$ cat src/rtl/rnd_pkg.sv
// Shared types, codes and digit tables of the Roman numeral decoder.
package rnd_pkg;

   // Class of one input character as seen by the decode engine.
   typedef enum logic [1:0] {
      KIND_DIGIT = 2'd0,
      KIND_BLANK = 2'd1,
      KIND_OTHER = 2'd2,
      KIND_EOS   = 2'd3
   } kind_type;

   // Result status codes.
   typedef enum logic [1:0] {
      STATUS_OK        = 2'd0,
      STATUS_NOT_ROMAN = 2'd1,
      STATUS_BAD_PAIR  = 2'd2,
      STATUS_OVERFLOW  = 2'd3
   } status_type;

   // Digit ranks, highest digit first.
   localparam logic [2:0] RANK_M = 3'd0;
   localparam logic [2:0] RANK_D = 3'd1;
   localparam logic [2:0] RANK_C = 3'd2;
   localparam logic [2:0] RANK_L = 3'd3;
   localparam logic [2:0] RANK_X = 3'd4;
   localparam logic [2:0] RANK_V = 3'd5;
   localparam logic [2:0] RANK_I = 3'd6;

   localparam int ADDEND_BITS = 10;
   localparam int RESULT_BITS = 16;

   // One classified character travelling from the front end to the decode engine.
   typedef struct packed {
      kind_type   kind;
      logic [2:0] rank;
   } item_type;

   function automatic logic [ADDEND_BITS-1:0] digit_weight(input logic [2:0] rank);
      logic [ADDEND_BITS-1:0] w;
      case (rank)
         RANK_M:  w = 10'd1000;
         RANK_D:  w = 10'd500;
         RANK_C:  w = 10'd100;
         RANK_L:  w = 10'd50;
         RANK_X:  w = 10'd10;
         RANK_V:  w = 10'd5;
         RANK_I:  w = 10'd1;
         default: w = 10'd0;
      endcase
      return w;
   endfunction

   // Value of a subtractive pair whose lower digit has rank low_rank.
   // two_up selects the form two ranks higher (900/90/9) over one rank (400/40/4).
   function automatic logic [ADDEND_BITS-1:0] pair_value(input logic [2:0] low_rank,
                                                         input logic       two_up);
      logic [ADDEND_BITS-1:0] v;
      case (low_rank)
         RANK_C:  v = two_up ? 10'd900 : 10'd400;
         RANK_X:  v = two_up ? 10'd90  : 10'd40;
         RANK_I:  v = two_up ? 10'd9   : 10'd4;
         default: v = 10'd0;
      endcase
      return v;
   endfunction

endpackage

$ cat src/rtl/rnd_front.sv
// Front end: classifies each incoming character into digit, blank, other or end of stream.
module rnd_front
   import rnd_pkg::*;
(
   input  logic [7:0] character,
   input  logic       end_of_stream,
   output item_type   item
);

   logic       is_digit;
   logic [2:0] rank;
   logic       is_blank;

   always_comb begin
      is_digit = 1'b1;
      rank     = RANK_M;
      case (character)
         "M":     rank = RANK_M;
         "D":     rank = RANK_D;
         "C":     rank = RANK_C;
         "L":     rank = RANK_L;
         "X":     rank = RANK_X;
         "V":     rank = RANK_V;
         "I":     rank = RANK_I;
         default: is_digit = 1'b0;
      endcase
   end

   // Space, tab, newline, vertical tab, form feed and carriage return.
   assign is_blank = (character == 8'h20) || (character inside {[8'd9:8'd13]});

   always_comb begin
      item.rank = rank;
      if (end_of_stream) begin
         item.kind = KIND_EOS;
      end else if (is_digit) begin
         item.kind = KIND_DIGIT;
      end else if (is_blank) begin
         item.kind = KIND_BLANK;
      end else begin
         item.kind = KIND_OTHER;
      end
   end

endmodule

$ cat src/rtl/rnd_queue.sv
// Two-entry queue between the front end and the decode engine.
module rnd_queue
   import rnd_pkg::*;
(
   input  logic     clock,
   input  logic     reset,
   input  logic     in_valid,
   output logic     in_ready,
   input  item_type in_item,
   output logic     out_valid,
   input  logic     out_ready,
   output item_type out_item
);

   item_type   entry_ff [2];
   logic       wr_ptr_ff;
   logic       wr_ptr_in;
   logic       rd_ptr_ff;
   logic       rd_ptr_in;
   logic [1:0] count_ff;
   logic [1:0] count_in;
   logic       push;
   logic       pop;

   assign in_ready  = (count_ff != 2'd2);
   assign out_valid = (count_ff != 2'd0);
   assign out_item  = entry_ff[rd_ptr_ff];
   assign push      = in_valid && in_ready;
   assign pop       = out_valid && out_ready;

   always_comb begin
      wr_ptr_in = push ? ~wr_ptr_ff : wr_ptr_ff;
      rd_ptr_in = pop ? ~rd_ptr_ff : rd_ptr_ff;
      count_in  = count_ff + {1'b0, push} - {1'b0, pop};
   end

   always_ff @(posedge clock) begin
      if (reset) begin
         wr_ptr_ff <= 1'b0;
         rd_ptr_ff <= 1'b0;
         count_ff  <= 2'd0;
      end else begin
         wr_ptr_ff <= wr_ptr_in;
         rd_ptr_ff <= rd_ptr_in;
         count_ff  <= count_in;
      end
   end

   always_ff @(posedge clock) begin
      if (push) begin
         entry_ff[wr_ptr_ff] <= in_item;
      end
   end

endmodule

$ cat src/rtl/rnd_back.sv
// Decode engine: keeps the number state, accumulates digit values and registers the results.
module rnd_back
   import rnd_pkg::*;
#(
   parameter int VALUE_BITS = 16
) (
   input  logic                   clock,
   input  logic                   reset,
   input  logic                   item_valid,
   output logic                   item_ready,
   input  item_type               item,
   output logic                   rsp_valid,
   input  logic                   rsp_ready,
   output logic [RESULT_BITS-1:0] rsp_value,
   output status_type             rsp_status,
   output logic                   rsp_last
);

   logic [2:0]            pending_digit_ff, pending_digit_in;
   logic                  pending_valid_ff, pending_valid_in;
   logic [VALUE_BITS-1:0] sum_ff, sum_in;
   logic                  in_number_ff, in_number_in;
   logic                  pair_error_ff, pair_error_in;
   logic                  overflow_ff, overflow_in;

   logic                   rsp_valid_ff, rsp_valid_in;
   logic [RESULT_BITS-1:0] rsp_value_ff, rsp_value_in;
   status_type             rsp_status_ff, rsp_status_in;
   logic                   rsp_last_ff, rsp_last_in;

   logic [ADDEND_BITS-1:0] addend;
   logic [VALUE_BITS:0]    add_sum;
   logic                   add_ovf;
   logic [VALUE_BITS-1:0]  sat_sum;
   logic [VALUE_BITS-1:0]  emit_sum;
   logic [RESULT_BITS-1:0] emit_sum16;
   logic [2:0]             rank_gap;
   logic                   pair_ok;
   logic                   can_emit;
   logic                   need_emit;
   logic                   advance;
   logic                   pop;

   // A pair is legal when the higher digit sits one or two ranks above C, X or I.
   assign rank_gap = pending_digit_ff - item.rank;
   assign pair_ok  = ((rank_gap == 3'd1) || (rank_gap == 3'd2)) &&
                     (pending_digit_ff inside {RANK_C, RANK_X, RANK_I});

   always_comb begin
      addend = '0;
      if (in_number_ff && !pair_error_ff && pending_valid_ff) begin
         if (item.kind != KIND_DIGIT || item.rank >= pending_digit_ff) begin
            addend = digit_weight(pending_digit_ff);
         end else if (pair_ok) begin
            addend = pair_value(pending_digit_ff, rank_gap == 3'd2);
         end
      end
   end

   assign add_sum = {1'b0, sum_ff} + {{(VALUE_BITS + 1 - ADDEND_BITS){1'b0}}, addend};
   assign add_ovf = add_sum[VALUE_BITS];
   assign sat_sum = add_ovf ? {VALUE_BITS{1'b1}} : add_sum[VALUE_BITS-1:0];

   assign emit_sum = pair_error_ff ? '0 : sat_sum;
   generate
      if (VALUE_BITS >= RESULT_BITS) begin : g_trunc
         assign emit_sum16 = emit_sum[RESULT_BITS-1:0];
      end else begin : g_extend
         assign emit_sum16 = {{(RESULT_BITS - VALUE_BITS){1'b0}}, emit_sum};
      end
   endgenerate

   // Any terminator inside a number emits it; an unknown character then also
   // emits not_roman, so its item stays in the queue until that result is emitted.
   assign need_emit  = (item.kind != KIND_DIGIT) && (in_number_ff || item.kind == KIND_OTHER);
   assign can_emit   = !rsp_valid_ff || rsp_ready;
   assign advance    = item_valid && (!need_emit || can_emit);
   assign pop        = advance && !(in_number_ff && item.kind == KIND_OTHER);
   assign item_ready = pop;

   always_comb begin
      pending_digit_in = pending_digit_ff;
      pending_valid_in = pending_valid_ff;
      sum_in           = sum_ff;
      in_number_in     = in_number_ff;
      pair_error_in    = pair_error_ff;
      overflow_in      = overflow_ff;
      rsp_value_in     = rsp_value_ff;
      rsp_status_in    = rsp_status_ff;
      rsp_last_in      = rsp_last_ff;
      rsp_valid_in     = rsp_ready ? 1'b0 : rsp_valid_ff;

      if (advance) begin
         if (item.kind == KIND_DIGIT) begin
            if (!in_number_ff) begin
               in_number_in     = 1'b1;
               pending_digit_in = item.rank;
               pending_valid_in = 1'b1;
               sum_in           = '0;
               pair_error_in    = 1'b0;
               overflow_in      = 1'b0;
            end else if (!pair_error_ff) begin
               sum_in      = sat_sum;
               overflow_in = overflow_ff || add_ovf;
               if (!pending_valid_ff || item.rank >= pending_digit_ff) begin
                  pending_digit_in = item.rank;
                  pending_valid_in = 1'b1;
               end else begin
                  pending_valid_in = 1'b0;
                  pair_error_in    = !pair_ok;
               end
            end
         end else if (in_number_ff) begin
            rsp_valid_in  = 1'b1;
            rsp_value_in  = emit_sum16;
            rsp_last_in   = (item.kind != KIND_OTHER);
            if (pair_error_ff) begin
               rsp_status_in = STATUS_BAD_PAIR;
            end else if (overflow_ff || add_ovf) begin
               rsp_status_in = STATUS_OVERFLOW;
            end else begin
               rsp_status_in = STATUS_OK;
            end
            pending_digit_in = RANK_M;
            pending_valid_in = 1'b0;
            sum_in           = '0;
            in_number_in     = 1'b0;
            pair_error_in    = 1'b0;
            overflow_in      = 1'b0;
         end else if (item.kind == KIND_OTHER) begin
            rsp_valid_in  = 1'b1;
            rsp_value_in  = '0;
            rsp_status_in = STATUS_NOT_ROMAN;
            rsp_last_in   = 1'b1;
         end
      end
   end

   always_ff @(posedge clock) begin
      if (reset) begin
         pending_digit_ff <= RANK_M;
         pending_valid_ff <= 1'b0;
         sum_ff           <= '0;
         in_number_ff     <= 1'b0;
         pair_error_ff    <= 1'b0;
         overflow_ff      <= 1'b0;
         rsp_valid_ff     <= 1'b0;
      end else begin
         pending_digit_ff <= pending_digit_in;
         pending_valid_ff <= pending_valid_in;
         sum_ff           <= sum_in;
         in_number_ff     <= in_number_in;
         pair_error_ff    <= pair_error_in;
         overflow_ff      <= overflow_in;
         rsp_valid_ff     <= rsp_valid_in;
      end
   end

   always_ff @(posedge clock) begin
      rsp_value_ff  <= rsp_value_in;
      rsp_status_ff <= rsp_status_in;
      rsp_last_ff   <= rsp_last_in;
   end

   assign rsp_valid  = rsp_valid_ff;
   assign rsp_value  = rsp_value_ff;
   assign rsp_status = rsp_status_ff;
   assign rsp_last   = rsp_last_ff;

`ifndef ASSERT_OFF
   a_pending_in_number: assert property (@(posedge clock) disable iff (reset)
      pending_valid_ff |-> in_number_ff)
      else $error("pending digit held outside a number");

   a_not_roman_is_last: assert property (@(posedge clock) disable iff (reset)
      (rsp_valid_ff && rsp_status_ff == STATUS_NOT_ROMAN) |-> (rsp_last_ff && rsp_value_ff == '0))
      else $error("not_roman result must be last and carry zero");

   a_split_item_held: assert property (@(posedge clock) disable iff (reset)
      (advance && !pop) |=> (item_valid && item.kind == KIND_OTHER && !in_number_ff))
      else $error("second result of an unknown character lost its item");

   a_bad_pair_zero: assert property (@(posedge clock) disable iff (reset)
      (rsp_valid_ff && rsp_status_ff == STATUS_BAD_PAIR) |-> (rsp_value_ff == '0))
      else $error("bad pair result must carry zero");
`endif

endmodule

$ cat src/rtl/roman_numeral_decoder_core.sv
// A beat that ends a number is written into the queue at its req handshake; the decode engine
// then reads it from the queue and registers its result in the output register that drives rsp.
// Throughput: one req beat per cycle while the queue has room; an unknown character that ends
// a number gives two results and holds the decode engine until both enter the single output register.
// Reset: synchronous and active high; it empties the queue and the output register and clears
// the number state. There is no clearing pass.
module roman_numeral_decoder_core
   import rnd_pkg::*;
#(
   parameter int VALUE_BITS = 16
) (
   input  logic        clock,
   input  logic        reset,
   // Input channel. req_tdata: character [7:0]. req_tlast: end_of_stream.
   input  logic        req_tvalid,
   output logic        req_tready,
   input  logic [7:0]  req_tdata,
   input  logic        req_tlast,
   // Result channel. rsp_tdata: number_value [15:0]. rsp_tuser: status [1:0].
   // rsp_tlast: last_of_run, set on the final result caused by one req beat.
   output logic        rsp_tvalid,
   input  logic        rsp_tready,
   output logic [15:0] rsp_tdata,
   output logic [1:0]  rsp_tuser,
   output logic        rsp_tlast
);

   // The front end classifies each character as it arrives. Classification is pure
   // lookup logic, so the beat lands in the queue in the cycle it is accepted.
   item_type   front_item;
   item_type   queue_item;
   logic       queue_valid;
   logic       queue_ready;
   status_type status;

   rnd_front u_front (
      .character     (req_tdata),
      .end_of_stream (req_tlast),
      .item          (front_item)
   );

   // The queue decouples the input from the decode engine: the engine may pause on a
   // stalled result channel while the input keeps flowing until the queue fills.
   rnd_queue u_queue (
      .clock     (clock),
      .reset     (reset),
      .in_valid  (req_tvalid),
      .in_ready  (req_tready),
      .in_item   (front_item),
      .out_valid (queue_valid),
      .out_ready (queue_ready),
      .out_item  (queue_item)
   );

   // The decode engine holds the number being built. Digits only update state; a blank,
   // an unknown character or the end of the stream closes the number and emits its value.
   // Sums saturate at the largest value that VALUE_BITS can hold.
   rnd_back #(
      .VALUE_BITS (VALUE_BITS)
   ) u_back (
      .clock      (clock),
      .reset      (reset),
      .item_valid (queue_valid),
      .item_ready (queue_ready),
      .item       (queue_item),
      .rsp_valid  (rsp_tvalid),
      .rsp_ready  (rsp_tready),
      .rsp_value  (rsp_tdata),
      .rsp_status (status),
      .rsp_last   (rsp_tlast)
   );

   assign rsp_tuser = status;

endmodule

$ cat config.mk
export PLATFORM = sky130hd
export DESIGN_NAME = roman_numeral_decoder_core
export DESIGN_NICKNAME = d
export VERILOG_FILES = /design/src/rtl/rnd_pkg.sv /design/src/rtl/rnd_front.sv /design/src/rtl/rnd_queue.sv /design/src/rtl/rnd_back.sv /design/src/rtl/roman_numeral_decoder_core.sv
export SDC_FILE = /design/constraint.sdc
export NUM_CORES = 1
export LEC_CHECK = 0
export BUFFER_PORTS_ARGS = -buffer_cell sky130_fd_sc_hd__buf_2
export CAP_MARGIN = 20
export CORE_MARGIN = 2
export CORE_UTILIZATION = 55
export CTS_CLUSTER_DIAMETER = 30
export DETAILED_ROUTE_END_ITERATION = 10
export GPL_TIMING_DRIVEN = 1
export PLACE_DENSITY_LB_ADDON = 0.05
export SLEW_MARGIN = 10
export SYNTH_ARGS = -nofsm -noshare
export SYNTH_HDL_FRONTEND = slang
export SYNTH_SLANG_ARGS = --single-unit
$ cat constraint.sdc
create_clock -name clock -period 6.8 [get_ports clock]
set_clock_uncertainty 0.2 [all_clocks]
set_input_delay 1.02 -clock clock [delete_from_list [all_inputs] [get_ports clock]]
set_output_delay 1.02 -clock clock [all_outputs]
set_load 0.05 [all_outputs]
==> impl_metrics.ini <==
[finish]
area_delta_synth_final_pct = 9.83
multi_input_area_sq_um = 1920
register_area_sq_um = 1450
fin_cells = 502
antenna_cells = 0
fill_cells = 567
drive_above_1_share = 0.148
fin_nets = 450

[power_and_ir_drop]
p_per_area_nw_per_um2 = 288
peakVddDrop_mv = 0.229
seqPwrFrac = 0.410
power_frac_comb = 0.338
switching_share = 0.381
leakage_uw = 0.00138
p_int_uw = 687
power.switching_uw = 423
p_clk_frac = 0.252

[placed_design]
place_inst = 485
port_buffers = 33
dp_hpwl_mm = 5.29
routabilityCongestion = 0.829

[clock_network]
cts_root_buf = clkbuf_8
cts.clk_slew.worst_paths_ns = 0.07
hold_buffers = 0
cts_resized = 0
numClockSinks = 58
htreeDepth = 3
cts_setup_buffers = 0
cts_buffers = 9
cts_tree = done
clockBufferDepth = 2
insertion_delay_ns = 0.35

[worst_setup_path]
crit_path_end_kind = flop
startpoint_type = flop
crit_fanout = 14
required_ns = 6.68
cp_slowest_cell = dfxtp_1
path_cells = mux2_2 -> ha_1 -> and3_1 -> a211oi_1 -> clkbuf_2 -> nand2_1 -> or3_1 -> a31oi_1 -> ha_1 -> a211oi_1 -> o41ai_1 -> a31oi_2 -> nor2_2 -> nor3_1 -> nor2_1
crit_type = flop to flop
critPathMaxStageDelay_ns = 0.49
cp.arrival_ns = 4.95

[global_routing]
grt.total_usage = 0.227
first_global_vias = 2764
antenna_found_initial = 0
grt_max_degree = 21
overflow = 0
grt_first_pass_wirelength_mm = 12.8

[yosys]
postSynthAreaPerCell_sq_um = 8.92
netlist_area_sq_um = 3510
synthArstFlopShare = 0
syn-num-nets = 424
synth_top_area_cell = edfxtp_1
yosysSeqAreaShare = 0.413
synth-seq-cells = 58
synthTopCellsByArea = edfxtp_1 (25%), dfxtp_1 (17%), ha_1 (5.3%), nor2_1 (5.3%), a21oi_1 (3.7%)
yosys_most_used_dff = edfxtp_1
yosys_warnings = 0
synth_common_cells = nor2_1 (50), nand2_1 (34), dfxtp_1 (29), edfxtp_1 (29), a21oi_1 (26)
syn-instance-count = 394
ys_types = 65
synth_most_common_cell = nor2_1
synth-edff-count = 29
synth.top_cell.area_share = 0.248

[status]
status = finished, final reports clean

[drt]
wirelength_mm = 7.38
viasPerCell = 5.83
drt-pass1-iter-count = 4
post_drt_wl_per_cell_um = 14.7
vias = 2928
drc = 0
ant_nets = 0
drt_iter0_drc = 127

[timing]
setup_viol = 0
maxSlewViolCount = 0
fmax_mhz = 197
final_hold_viol_count = 0
min_period_over_period = 0.745
maxSlewHeadroom = 0.270
rsz0062_at_grt = no
tightest_slew_ns = 1.09
fin_crit_ns = 5.07
finalSetupTns_ns = 0

[flow_run]
cap_violations = 0

[floorplanning]
rows = 29
initial_core_util = 0.560
die_x_um = 83.9
dieArea_sq_um = 7050
io_pins = 34
dieHeight_um = 83.9
core-area_sq_um = 6280

[worst_hold_path]
hold_class = flop to flop
## routing by layer
layer | global-route usage | routed length [um]
met1 | 0.279 | 3260
met2 | 0.379 | 3650
met3 | 0.0504 | 286
met4 | 0.107 | 184
met5 | 0 | 0
## final timing paths
check	endpoint	depth (start not counted)	from	slack (ns)
worst max-delay path	u_back.rsp_value[9]	15	flop	1.73
worst min-delay path	u_back.sum_ff[5]	2	u_back.sum_ff[5]	0.27
worst max register to register	u_back.rsp_value[9]	15	flop	1.73
worst min register to register	u_back.sum_ff[5]	2	u_back.sum_ff[5]	0.27
## layout by cell type (no fill, tap or decap), types with 5 or more instances in the layout
cell type | Yosys | final
nor3_1 | 16 | 16
nand2b_1 | 5 | 5
ha_1 | 15 | 15
a21o_1 | 5 | 5
nand2_1 | 34 | 34
inv_1 | 14 | 14
nor2b_1 | 10 | 9
xnor2_1 | 12 | 12
o21ai_0 | 23 | 23
nor2_1 | 50 | 50
a31oi_1 | 6 | 6
a211oi_1 | 5 | 5
nand3_1 | 16 | 16
a21oi_1 | 26 | 26
clkbuf_8 | 0 | 10
dfxtp_1 | 29 | 29
buf_2 | 6 | 33
edfxtp_1 | 29 | 29
## power groups by stage
| stage | registers [uW] | logic, uW | clock network [uW] |
|---|---|---|---|
| after detailed placement | 463 | 378 | 0 |
| final | 455 | 376 | 280 |
| after CTS | 456 | 379 | 285 |
| after global placement | 461 | 366 | 0 |
| after global routing | 462 | 412 | 297 |
| after floorplan | 526 | 243 | 0 |
## cell families (layout without fill, tap and decap cells)
kind of cell,count (synthesis),count (layout),synth area share
AND/OR/NAND/NOR,158,158,0.219
AO/OA/AOI/OAI,106,106,0.203
flip-flops,58,58,0.413
buffers and inverters,33,64,0.0420
XOR/XNOR,16,16,0.0399
multiplexers,6,6,0.0189
adder cells (fa/ha/maj),17,17,0.0648
## sequential cells by signal, summed over array words and instances (netlist names), 2 cells and up, named ones only
signal	cells
u_back.pending_digit_ff	3
u_back.rsp_status	2
u_back.rsp_value	16
u_back.sum_ff	16
u_queue.count_ff	2
u_queue.entry_ff	10
## critical path, delay by kind of cell (launching register included)
kind / cells / cell delay (ns)
adder cells (fa/ha/maj): 2 / 0.63
AO/OA/AOI/OAI: 5 / 1.57
buffers and inverters: 1 / 0.27
flip-flops: 1 / 0.49
multiplexers: 1 / 0.39
AND/OR/NAND/NOR: 6 / 1.22
## layout make-up
type                       count  area share
inverter                      14      0.0136
clock inverter                 5     0.00778
sequential                    58       0.376
multi-input combinational    303       0.497
tap                           77      0.0250
timing repair buffer          34      0.0441
clock buffer                  11      0.0366
## stage by stage
| stage | power, uW | area, sq um | hold slack, ns | util | setup slack [ns] |
|---|---|---|---|---|---|
| detailed placement | 841 | 3680 | 0.259 | 0.587 | 1.46 |
| global route | 1170 | 3860 | 0.294 | 0.615 | 1.26 |
| CTS | 1120 | 3850 | 0.273 | 0.614 | 1.45 |
| global placement | 827 | 3680 | 0.253 | 0.587 | 1.60 |
| floorplan | 769 | 3510 | 0.230 | - | 2.55 |
| finish | 1110 | 3860 | 0.272 | 0.615 | 1.73 |
Power figures use the tool's default switching activity.
